## config.mk

```make
export PLATFORM = sky130hd
export DESIGN_NAME = pib_ram
export DESIGN_NICKNAME = d
export VERILOG_FILES = /design/src/pib_pkg.sv /design/src/pib_ram.sv
export SDC_FILE = /design/constraint.sdc
export NUM_CORES = 2
export LEC_CHECK = 0
export BUFFER_PORTS_ARGS = -buffer_cell sky130_fd_sc_hd__buf_2
export CAP_MARGIN = 20
export CORE_ASPECT_RATIO = 2
export CORE_UTILIZATION = 46
export DETAILED_ROUTE_END_ITERATION = 10
export HOLD_SLACK_MARGIN = 0.08
export PLACE_DENSITY = 0.6
export SYNTH_ARGS = -nofsm -noshare
export SYNTH_HDL_FRONTEND = slang
export SYNTH_SLANG_ARGS = --single-unit
```

## constraint.sdc

```tcl
create_clock -name clk -period 6.3 [get_ports clk]
set_input_delay 0.63 -clock clk [delete_from_list [all_inputs] [get_ports clk]]
set_output_delay 0.63 -clock clk [all_outputs]
set_load 0.02 [all_outputs]
```

## src/pib_pkg.sv

```systemverilog
// ----------------------------------------------------------------------------
// pib_pkg : shared types and constants of the paged item bitmap
// Operation and status codes, field widths, parameter defaults and the
// memory port control word used by the bitmap sequencer and its parts.
// ----------------------------------------------------------------------------
package pib_pkg;

  // Field widths of the command and result words
  localparam int KIND_W       = 3;
  localparam int PAGE_W       = 16;
  localparam int ITEM_W       = 16;
  localparam int COUNT_W      = 9;
  localparam int STATUS_W     = 3;
  localparam int SET_W        = 17;
  localparam int TOTAL_W      = 17;
  localparam int PAGE_COUNT_W = 11;

  localparam logic [PAGE_COUNT_W-1:0] PAGE_COUNT_RESET = 11'd1024;

  // Parameter defaults
  localparam int DEF_MAX_PAGES = 1024;
  localparam int DEF_MAX_BITS  = 65536;
  localparam int DEF_MAX_ITEMS = 291;

  // Command codes
  typedef enum logic [KIND_W-1:0] {
    KIND_ADD   = 3'd0,
    KIND_SET   = 3'd1,
    KIND_CLEAR = 3'd2,
    KIND_TEST  = 3'd3,
    KIND_COUNT = 3'd4,
    KIND_WIPE  = 3'd5
  } kind_t;

  // Result status codes
  typedef enum logic [STATUS_W-1:0] {
    ST_OK       = 3'd0,
    ST_PAGE     = 3'd1,
    ST_ITEM     = 3'd2,
    ST_CAPACITY = 3'd3,
    ST_TOO_MANY = 3'd4
  } status_t;

  // Operations of the shared arithmetic unit
  typedef enum logic {
    ALU_ADD    = 1'b0,
    ALU_POPACC = 1'b1
  } alu_op_t;

  // Control word of a single-port memory
  typedef struct packed {
    logic en;
    logic we;
  } mem_ctl_t;

endpackage

```

## src/pib_ram.sv

```systemverilog
// ----------------------------------------------------------------------------
// pib_ram : single-port memory with registered read data
// One access per cycle: a write, or a read whose word appears next cycle.
// ----------------------------------------------------------------------------
module pib_ram #(
  parameter int W     = 8,
  parameter int DEPTH = 256,
  parameter int AW    = 8
) (
  input  logic               clk,
  input  pib_pkg::mem_ctl_t  ctl,
  input  logic [AW-1:0]      addr,
  input  logic [W-1:0]       wdata,
  output logic [W-1:0]       rdata
);
  import pib_pkg::*;

  logic [W-1:0] mem [DEPTH];

  // Write the addressed word, or register its contents
  always_ff @(posedge clk) begin
    if (ctl.en) begin
      if (ctl.we) begin
        mem[addr] <= wdata;
      end else begin
        rdata <= mem[addr];
      end
    end
  end

endmodule

```

======== After elaboration in Yosys (flattened, before gate mapping) ========
Memory sizes are Yosys's and may differ from the RTL's. A register that Yosys moved wholly into a read port is not among the register bits.
Cells that the tools add are included.
storage, ports and cells
  logic and storage cells ................. 6
  output and inout bits ................... 8
  bits of input ports ..................... 19
  memories ................................ 1
  RAM bits ................................ 2048
  register bits ........................... 0
operators by class
  bitwise logic cells ..................... 1
  reductions and logical operators ........ 1
  multiplexer cells ....................... 3
memory list
  memory  words  width  read ports  clocked after Yosys merged registers in  wr ports  line           text
  mem     256    8      1           1                                        1         pib_ram.sv:18  logic [W-1:0] mem [DEPTH];
operators by type and width
  operator          number
  $mux 1            3
  $reduce_and 2->1  1
  $not 1->1         1

======== Longest topological paths before layout ========
  depth in word-level cells ............... 3
  mapped depth ............................ 9
  gate-level depth less buffers ........... 5

======== Worst setup path after synthesis ========
OpenSTA, ideal clock, no wires.
  path type ............................... input to register
  start point ............................. in addr[0]
  end point ............................... mem mem[117][0], enable pin
  arrival time ............................ 2.555 ns
  required time ........................... 5.930 ns
  setup slack ............................. 3.375 ns
  stages .................................. 8
  buffers on the path ..................... 5
  library setup time ...................... 0.370 ns
  cells stage by stage .................... buf_2 > buf_6 > buf_2 > buf_2 > nor3b_1 > nand2_1 > clkbuf_1 > nor2_1
RTL lines
  element          line           text
  start, declared  pib_ram.sv:12  input logic [AW-1:0] addr,
  end, declared    pib_ram.sv:18
No word-level cell before the write port.

==> impl_metrics.yaml <==
run_status:
  status: "finished clean"
run:
  maxCapViolations: 0
power_and_ir_drop:
  powerDensity_nw_per_um2: 312
  fin_total_pwr_mw: 27.1
  p_leak_nw: 25.9
  worst_ir_drop_vdd_uv: 214
worst_setup_path:
  max_stage_delay_ns: 0.80
  critical_path_class: "in2reg"
  cp.arrival_ns: 4.53
  end_kind: "register"
  cp_max_fo: 88
  critPathRequiredTime_ns: 6.82
  cp_cell_sequence: "buf_8 > buf_12 > buf_4 > mux4_2 > a22oi_1 > a21oi_1 > o41ai_2 > nand4_1"
  cp-start-kind: "primary input"
  slowest_stage: "o41ai_2"
synthesis:
  syn_area_um2: 78400
  yosysWarnings: 0
  syn_nets: 3545
  seq_area_frac_synth: 0.788
  syn_area_per_cell_um2: 22.2
  yosys-top-cells-area: "edfxtp_1 79%, mux4_2 15%, a22oi_1 2.5%, nor2_1 1.2%, a21oi_1 0.82%"
  synthTopCellsByCount: "2056 x edfxtp_1, 512 x mux4_2, 259 x nor2_1, 256 x a22oi_1, 143 x clkbuf_1"
  synth_top_cell_by_area: "edfxtp_1"
  synth-seq-cells: 2056
  ys.flop_type: "edfxtp_1"
  synth_async_sr_flop_share: 0
  synth_edf_count: 2056
  synth_top_cell_area_share: 0.788
  post-synth-top-count-cell: "edfxtp_1"
  yosysUniqueCellTypes: 21
  netlist_instances: 3526
cts:
  cts_tree: "built"
  path_clk_slew_ns: 0.07
  cts-root-buf: "clkbuf_16"
  post_cts_resized: 0
  insertion_delay_ns: 0.81
  cts_buffer_depth: 4
  cts_setup_buffers: 0
  h-tree-depth: 4
  hold_buffers: 0
  cts_buffers: 173
  clock_sinks: 2056
timing:
  setup_violations: 0
  fmax_mhz: 250
  slew_violations: 0
  slew_headroom: 0.169
  fin_setup_tns_ns: 0
  rsz0062_at_grt: "false"
  tightestPinTransition_ns: 1.24
  finalHoldViolCount: 0
  period_share: 0.636
  fin_crit_ns: 4.01
  clock_skew_ns: 0.0330
place:
  portBuffers: 26
  hpwl_um: 116000
  gp_congestion: 0.823
  dp.cells: 5655
die:
  start_util: 0.465
  die-height_um: 586
  rows: 213
  die_x_um: 294
  num_io_pins: 27
  core-area_um2: 169000
  dieArea_um2: 172000
detailed_routing:
  wl_per_cell_um: 32.8
  dr.pass1.iters: 7
  antenna_left: 0
  post-route-drc-count: 0
  vias: 36363
  routed_wl_um: 196000
  drt_iter0_markers: 3311
  viasPerCell: 6.10
cells_and_area:
  postLayoutCoreUtil: 0.515
  final_cells: 5966
  n_fill_cell: 13033
  area_growth_pct: 10.8
  final_net_count: 3592
  drive_above_1_share: 0.237
global_routing:
  grt_pass1_wl_um: 280000
  antenna_found_initial: 5
  grt_pass1_vias: 37925
  grt_usage: 0.230
  grt_overflow_total: 0
  grt_max_degree: 178
min_path:
  hp-class: "in2reg"
flip-flops by register name (all words and copies together), names as in the netlist:
name and count:
mem 2048, rdata 8
layer usage:
layer  share of wire  GRT usage  vias to the layer above
met5         0.00013          0                        -
met4           0.042     0.0912                        6
met3           0.050     0.0246                      299
met2            0.55      0.427                     1236
met1            0.35      0.269                    19789
li1                -          -                    15033
logic make-up (layout without fill, tap and decap cells):
family / after synthesis / in the layout / synth area share
mux: 512 / 512 / 0.147
buf+inv: 225 / 402 / 0.0128
compound gates: 416 / 416 / 0.0363
flops: 2056 / 2056 / 0.788
simple gates: 317 / 317 / 0.0161
other cells: 0 / 6 / 0
worst paths after layout:
kind         startpoint         end  slack, ns  depth (start not counted)
max reg2reg  mem[75][0]    rdata[0]       3.23                          5
max             addr[1]    rdata[2]       2.29                          8
min reg2reg  mem[58][3]    rdata[3]       1.04                          5
min            wdata[1]  mem[26][1]       0.29                          1
critical path, delay by kind of cell:
| family | cells | cell delay, ns |
|---|---|---|
| AO/OA/AOI/OAI | 3 | 1.44 |
| buffers and inverters | 3 | 1.69 |
| multiplexers | 1 | 0.43 |
| AND/OR/NAND/NOR | 1 | 0.15 |
cell usage in the layout, fill, tap and decap left out:
cell and n:
a21oi_1 128, a22oi_1 256, and2_1 1, and2_4 1, and4_1 1, buf_12 19
buf_2 17, buf_4 51, buf_8 8, bufinv_16 20, clkbuf_1 36, clkbuf_16 177
clkbuf_8 2, clkinv_1 31, clkinv_2 29, clkinv_4 2, clkinvlp_4 6, diode_2 6
edfxtp_1 2056, inv_6 3, inv_8 1, mux4_2 512, nand2_1 13, nand2_2 17
nand2b_2 2, nand3_1 4, nand4_1 8, nor2_1 258, nor2_4 1, nor2b_1 4
nor2b_2 1, nor2b_4 2, nor3_1 1, nor3b_1 2, o41ai_1 28, o41ai_2 4
or2_2 1
power by group:
part	internal (mW)	leakage (nW)	switching, mW	total, mW
sequential	15.1	18.5	0.00676	15.1
clock	5.98	2.70	4.79	10.8
combinational	0.411	4.71	0.807	1.22
total	21.4	25.9	5.61	27.1
metrics by stage:
stage	setup WS (ns)	hold slack [ns]	instance area (um^2)
floorplan	3.37	0.729	78400
global placement	0.940	1.01	81300
detailed placement	1.48	1.03	81300
CTS	2.33	0.298	86800
finish	2.29	0.285	86800
global route	2.30	0.311	86800
area by class of cell:
| type | count | area, um^2 | area share |
|---|---|---|---|
| clock buffers | 213 | 4560 | 0.0526 |
| clock inverters | 92 | 962 | 0.0111 |
| diodes | 6 | 15.0 | 0.000173 |
| repair buffers | 97 | 996 | 0.0115 |
| flip-flops and latches | 2056 | 61700 | 0.711 |
| multi-input cells | 1245 | 15700 | 0.181 |
| well taps | 2257 | 2820 | 0.0325 |
Note: power is estimated with default switching activity, not from simulation.
