## config.mk

```make
export PLATFORM = sky130hd
export DESIGN_NAME = pib_alu
export DESIGN_NICKNAME = d
export VERILOG_FILES = /design/src/pib_pkg.sv /design/src/pib_alu.sv
export SDC_FILE = /design/constraint.sdc
export NUM_CORES = 1
export LEC_CHECK = 0
export BUFFER_PORTS_ARGS = -buffer_cell sky130_fd_sc_hd__buf_2
export CELL_PAD_IN_SITES_DETAIL_PLACEMENT = 1
export CELL_PAD_IN_SITES_GLOBAL_PLACEMENT = 2
export CORE_ASPECT_RATIO = 0.9
export CORE_UTILIZATION = 28
export DETAILED_ROUTE_END_ITERATION = 10
export PLACE_DENSITY = 0.82
export RECOVER_POWER = 100
export SLEW_MARGIN = 20
export SYNTH_ARGS = -nofsm -noshare
export SYNTH_HDL_FRONTEND = slang
export SYNTH_SLANG_ARGS = --single-unit
```

## constraint.sdc

```tcl
create_clock -name vclk -period 6.8
set_input_delay 1.36 -clock vclk [all_inputs]
set_output_delay 1.36 -clock vclk [all_outputs]
set_load 0.02 [all_outputs]
```

## src/pib_pkg.sv

```systemverilog
// ----------------------------------------------------------------------------
// pib_pkg : shared types and constants of the paged item bitmap
// Operation and status codes, field widths, parameter defaults and the
// memory port control word used by the bitmap sequencer and its parts.
// ----------------------------------------------------------------------------
package pib_pkg;

  // Field widths of the command and result words
  localparam int KIND_W       = 3;
  localparam int PAGE_W       = 16;
  localparam int ITEM_W       = 16;
  localparam int COUNT_W      = 9;
  localparam int STATUS_W     = 3;
  localparam int SET_W        = 17;
  localparam int TOTAL_W      = 17;
  localparam int PAGE_COUNT_W = 11;

  localparam logic [PAGE_COUNT_W-1:0] PAGE_COUNT_RESET = 11'd1024;

  // Parameter defaults
  localparam int DEF_MAX_PAGES = 1024;
  localparam int DEF_MAX_BITS  = 65536;
  localparam int DEF_MAX_ITEMS = 291;

  // Command codes
  typedef enum logic [KIND_W-1:0] {
    KIND_ADD   = 3'd0,
    KIND_SET   = 3'd1,
    KIND_CLEAR = 3'd2,
    KIND_TEST  = 3'd3,
    KIND_COUNT = 3'd4,
    KIND_WIPE  = 3'd5
  } kind_t;

  // Result status codes
  typedef enum logic [STATUS_W-1:0] {
    ST_OK       = 3'd0,
    ST_PAGE     = 3'd1,
    ST_ITEM     = 3'd2,
    ST_CAPACITY = 3'd3,
    ST_TOO_MANY = 3'd4
  } status_t;

  // Operations of the shared arithmetic unit
  typedef enum logic {
    ALU_ADD    = 1'b0,
    ALU_POPACC = 1'b1
  } alu_op_t;

  // Control word of a single-port memory
  typedef struct packed {
    logic en;
    logic we;
  } mem_ctl_t;

endpackage

```

## src/pib_alu.sv

```systemverilog
// ----------------------------------------------------------------------------
// pib_alu : shared adder of the bitmap sequencer
// Adds two operands, or adds the population count of one byte to an
// accumulator. Serves page ends, bit positions, byte totals and counting.
// ----------------------------------------------------------------------------
module pib_alu #(
  parameter int W = 18
) (
  input  pib_pkg::alu_op_t op,
  input  logic [W-1:0]     a,
  input  logic [W-1:0]     b,
  output logic [W-1:0]     y
);
  import pib_pkg::*;

  logic [3:0] pop;

  // Count the ones of the low byte
  always_comb begin
    pop = 4'd0;
    for (int i = 0; i < 8; i++) begin
      pop = pop + {3'd0, b[i]};
    end
  end

  // Select the second addend
  always_comb begin
    unique case (op)
      ALU_ADD:    y = a + b;
      ALU_POPACC: y = a + W'(pop);
      default:    y = a + b;
    endcase
  end

endmodule

```

# Yosys cells after proc, flatten, opt, wreduce, memory -nomap -nowiden
# Cells that the tools add are included.
# word_totals
elab_cells	11
out_inout_bits	18
ff_bits	0
inputBits	37
# op_classes
muxes	1
n_addsub	9
bitwise_logic	1
# op_table
op	n
$pmux W18 S2	1
$add A18 B18 Y18	1
$add A18 B4 Y18	1
$add A4 B1 Y4	4
$add A3 B1 Y4	1
$add A2 B1 Y3	1
$add A1 B1 Y2	1
$not A1 Y1	1

# Logic depth before layout (Yosys ltp)
# logic_depth
ltp_word	9
mapped_depth	13
mapped_depth_nobuf	13

# Worst setup path after synthesis
# OpenSTA, ideal clock, no wires.
# synth_timing
path_type	input to output
startpoint	in a[0]
endpoint	out y[10]
arrival_time_ns	4.594
n_path_buf	0
cell_stages	13
slack_ns	0.846
required_time_ns	5.440
path_cell_list	fa_1 -> inv_1 -> fa_1 -> fa_1 -> fa_1 -> inv_1 -> fa_1 -> a21o_1 -> a21oi_1 -> nand2b_1 -> nor2_1 -> xnor2_1 -> mux2i_1
# synth_between
elab_chain_cells	2
word_cells_on_any_way	3
cone_classes	add/sub: 2; mux: 1
# synth_rtl
item	line	text
start: declaration	pib_alu.sv:10	input logic [W-1:0] a,
$add A18 B4 Y18 or $add A18 B18 Y18 (tied branches)	n/a	
$pmux W18 S2 (*)	pib_alu.sv:28	unique case (op)
end: declaration	pib_alu.sv:12	output logic [W-1:0] y
# Mark *: on every way between the ends. The rest lies on a longest branch, timed or not.

# Worst setup path in the final report
# layout_timing
startpoint	in a[0]
endpoint	out y[14]
# Same word-level chain as after synthesis.

==> results.yml <==
critical_path:
  start_kind: "input port"
  cp-end-kind: "primary output"
  crit_top_cell: "fa_1"
  cpPeakStageDelay_ps: 520
  arrival_ps: 5020
  cp.required_ps: 5440
  worstPathCellList: "buf_2 > fa_1 > inv_1 > fa_1 > fa_1 > fa_1 > inv_1 > fa_1 > a21o_1 > a21oi_1 > nand2b_1 > o31a_1 > o21ai_0 > o21ai_1 > clkbuf_1"
  crit_path_top_delay_cell: "fa_1"
  cp_max_fo: 5
  path_class: "in -> out"
detailed_routing:
  firstDrtPassIters: 4
  drc_errors: 0
  vias: 1753
  drtAntennaViolNets: 0
  drt_iter0_markers: 43
  via_per_inst: 5.28
  wire_per_inst_um: 15.0
  wl_um: 4990
final_layout:
  clockBufferCount: 0
  layout-drive-gt1-share_pct: 15.8
  fin_area_um2: 1840
  finalNetCount: 333
  antenna_cells: 0
  area_growth_pct: 20.8
  multi_input_area_um2: 1430
  regArea_um2: 0
  flops_and_latches: 0
  fin_cells: 332
  fillers: 696
die:
  chipHeight_um: 71.9
  start_util_pct: 29.1
  die_area_um2: 5720
  ioPinCount: 55
  fp-row-count: 25
  die_w_um: 79.6
  fp.coreArea_um2: 5220
power:
  p_leak_nw: 0.853
  p_per_area_nw_per_um2: 118
  vdd_ir_drop_max_uv: 34.8
  total_power_mw: 0.217
yosys:
  syn_avg_cell_area_um2: 7.10
  yosys_warnings: 0
  ys_types: 43
  synth_area_leaders: "ha_1, xor2_1, fa_1, a21oi_1, xnor2_1"
  seq_area_frac_synth_pct: 0
  synth_largest_area_cell: "ha_1"
  synth.top_cell.area_share_pct: 18.9
  mappedNetlistArea_um2: 1520
  postSynthCellCount: 214
  syn-num-nets: 280
timing:
  rsz0062_at_grt: "false"
  setup_viol: 0
  drv_slew: 0
  fmax_mhz: 157
  tns_ps: 0
  fin_crit_sh_pct: 93.8
  hold_viol: 0
  tightest_slew_ps: 713
  slew-limit-headroom_pct: 52.5
  period_minus_slack_ps: 6380
global_routing:
  grt_util_all_layers_pct: 18.0
  grt_pass1_vias: 1733
  grt_antenna_before_repair: 0
  grt_start_max_net_pins: 38
  grt_first_pass_wirelength_um: 8340
  gr-total-overflow: 0
hold_path:
  whs_path_depth: 3
  worstHoldPathType: "in -> out"
  hold_end: "y[17]"
  hp-start: "a[17]"
placed_design:
  hpwl_um: 4280
  gp_congestion: 0.818
  port_buffers: 55
  place_inst: 332
  placed_area_um2: 1860
clock_tree:
  cts_resized: 0
  postCtsSetupRepairBufs: 0
  hold_buffers: 0
outcome:
  status: "complete, no violations"
flow_run:
  max_cap_viol_count: 0
-- metrics by stage --
stage	hold WS [ps]	util, %	worst slack (ps)
6_report	3010	35.1	421
5_1_grt	3020	35.1	128
4_1_cts	3010	35.6	457
3_3_place_gp	3010	35.6	535
3_5_place_dp	3010	35.6	465
2_1_floorplan	2850	-	846
-- layer usage --
| layer | vias to the layer above | part of all wire [%] | wire (µm) | track usage, % |
|---|---|---|---|---|
| met5 | - | 0 | 0 | 0 |
| met4 | 0 | 0 | 0 | 0 |
| met3 | 0 | 2.3 | 115 | 0.127 |
| met2 | 23 | 46 | 2270 | 30.0 |
| met1 | 847 | 52 | 2600 | 27.4 |
| li1 | 883 | - | - | - |
-- critical path, delay by kind of cell --
kind                       cells  cell delay, ps
adders and majority gates      5            2100
AOI/OAI and AO/OA              5             820
buffers and inverters          4             480
and+or+nand+nor                1             250
-- layout make-up --
cell class         count  share of cell area (%)
multi-input cells    193                    78.1
repair buffers        55                    13.8
well taps             67                    4.57
inverters             17                    3.48
-- cells by family (layout without fill, tap and decap cells) --
kind of cell	Yosys count	in the layout	share of synthesized area (%)
muxes	4	4	2.72
adders and majority gates	29	29	26.9
xor gates and xnor gates	25	25	14.4
AOI/OAI and AO/OA	69	69	29.6
and+or+nand+nor	66	66	21.2
buffers and inverters	21	72	5.27
-- how the worst max path moves through the flow --
stage	start	endpoint	slack [ps]	depth (start not counted)
6_report	a[0]	y[14]	420	15
3_5_place_dp	a[0]	y[14]	460	15
2_1_floorplan	a[0]	y[10]	850	13
3_3_place_gp	a[0]	y[14]	540	15
4_1_cts	a[0]	y[14]	460	15
5_1_grt	a[0]	y[14]	130	15
-- cell usage after synthesis (all sizes together) --
library cell,n
a21oi,23
ha,23
nand2,23
inv,17
o21ai,14
xor2,14
xnor2,11
nor2,10
nand3,9
a21o,7
a211oi,6
fa,6
nor3,6
and3,4
buf,3
mux2i,3
nand4,3
nor2b,3
a21boi,2
nand2b,2
nor3b,2
o21a,2
o21bai,2
o221ai,2
o311ai,2
o31a,2
o31ai,2
a211o,1
a2bb2oi,1
a311o,1
and2,1
and4,1
and4b,1
clkbuf,1
mux2,1
nor4,1
o2111ai,1
o211ai,1
-- where the power goes --
part           switching [mW]  total [mW]  internal, mW
sequential                  0           0             0
clock                       0           0             0
combinational           0.133       0.217        0.0841
-- cell usage in the layout (no fill, tap or decap), drive strengths merged --
cell type	netlist	final
clkbuf	1	17
o211ai	1	1
o21ai	14	14
a211o	1	1
nand4	3	3
nor2b	3	3
and2	1	1
o21bai	2	2
o2111ai	1	1
and4b	1	1
and4	1	1
a2bb2oi	1	1
nor2	10	10
a311o	1	1
nand2	23	23
nand3	9	9
a21boi	2	2
ha	23	23
nor4	1	1
nor3b	2	2
inv	17	17
a21o	7	7
a211oi	6	6
buf	3	38
fa	6	6
o221ai	2	2
a21oi	23	23
nor3	6	6
o31a	2	2
o21a	2	2
xnor2	11	11
mux2i	3	3
xor2	14	14
mux2	1	1
and3	4	4
nand2b	2	2
o31ai	2	2
o311ai	2	2
(Power assumes the default switching activity.)
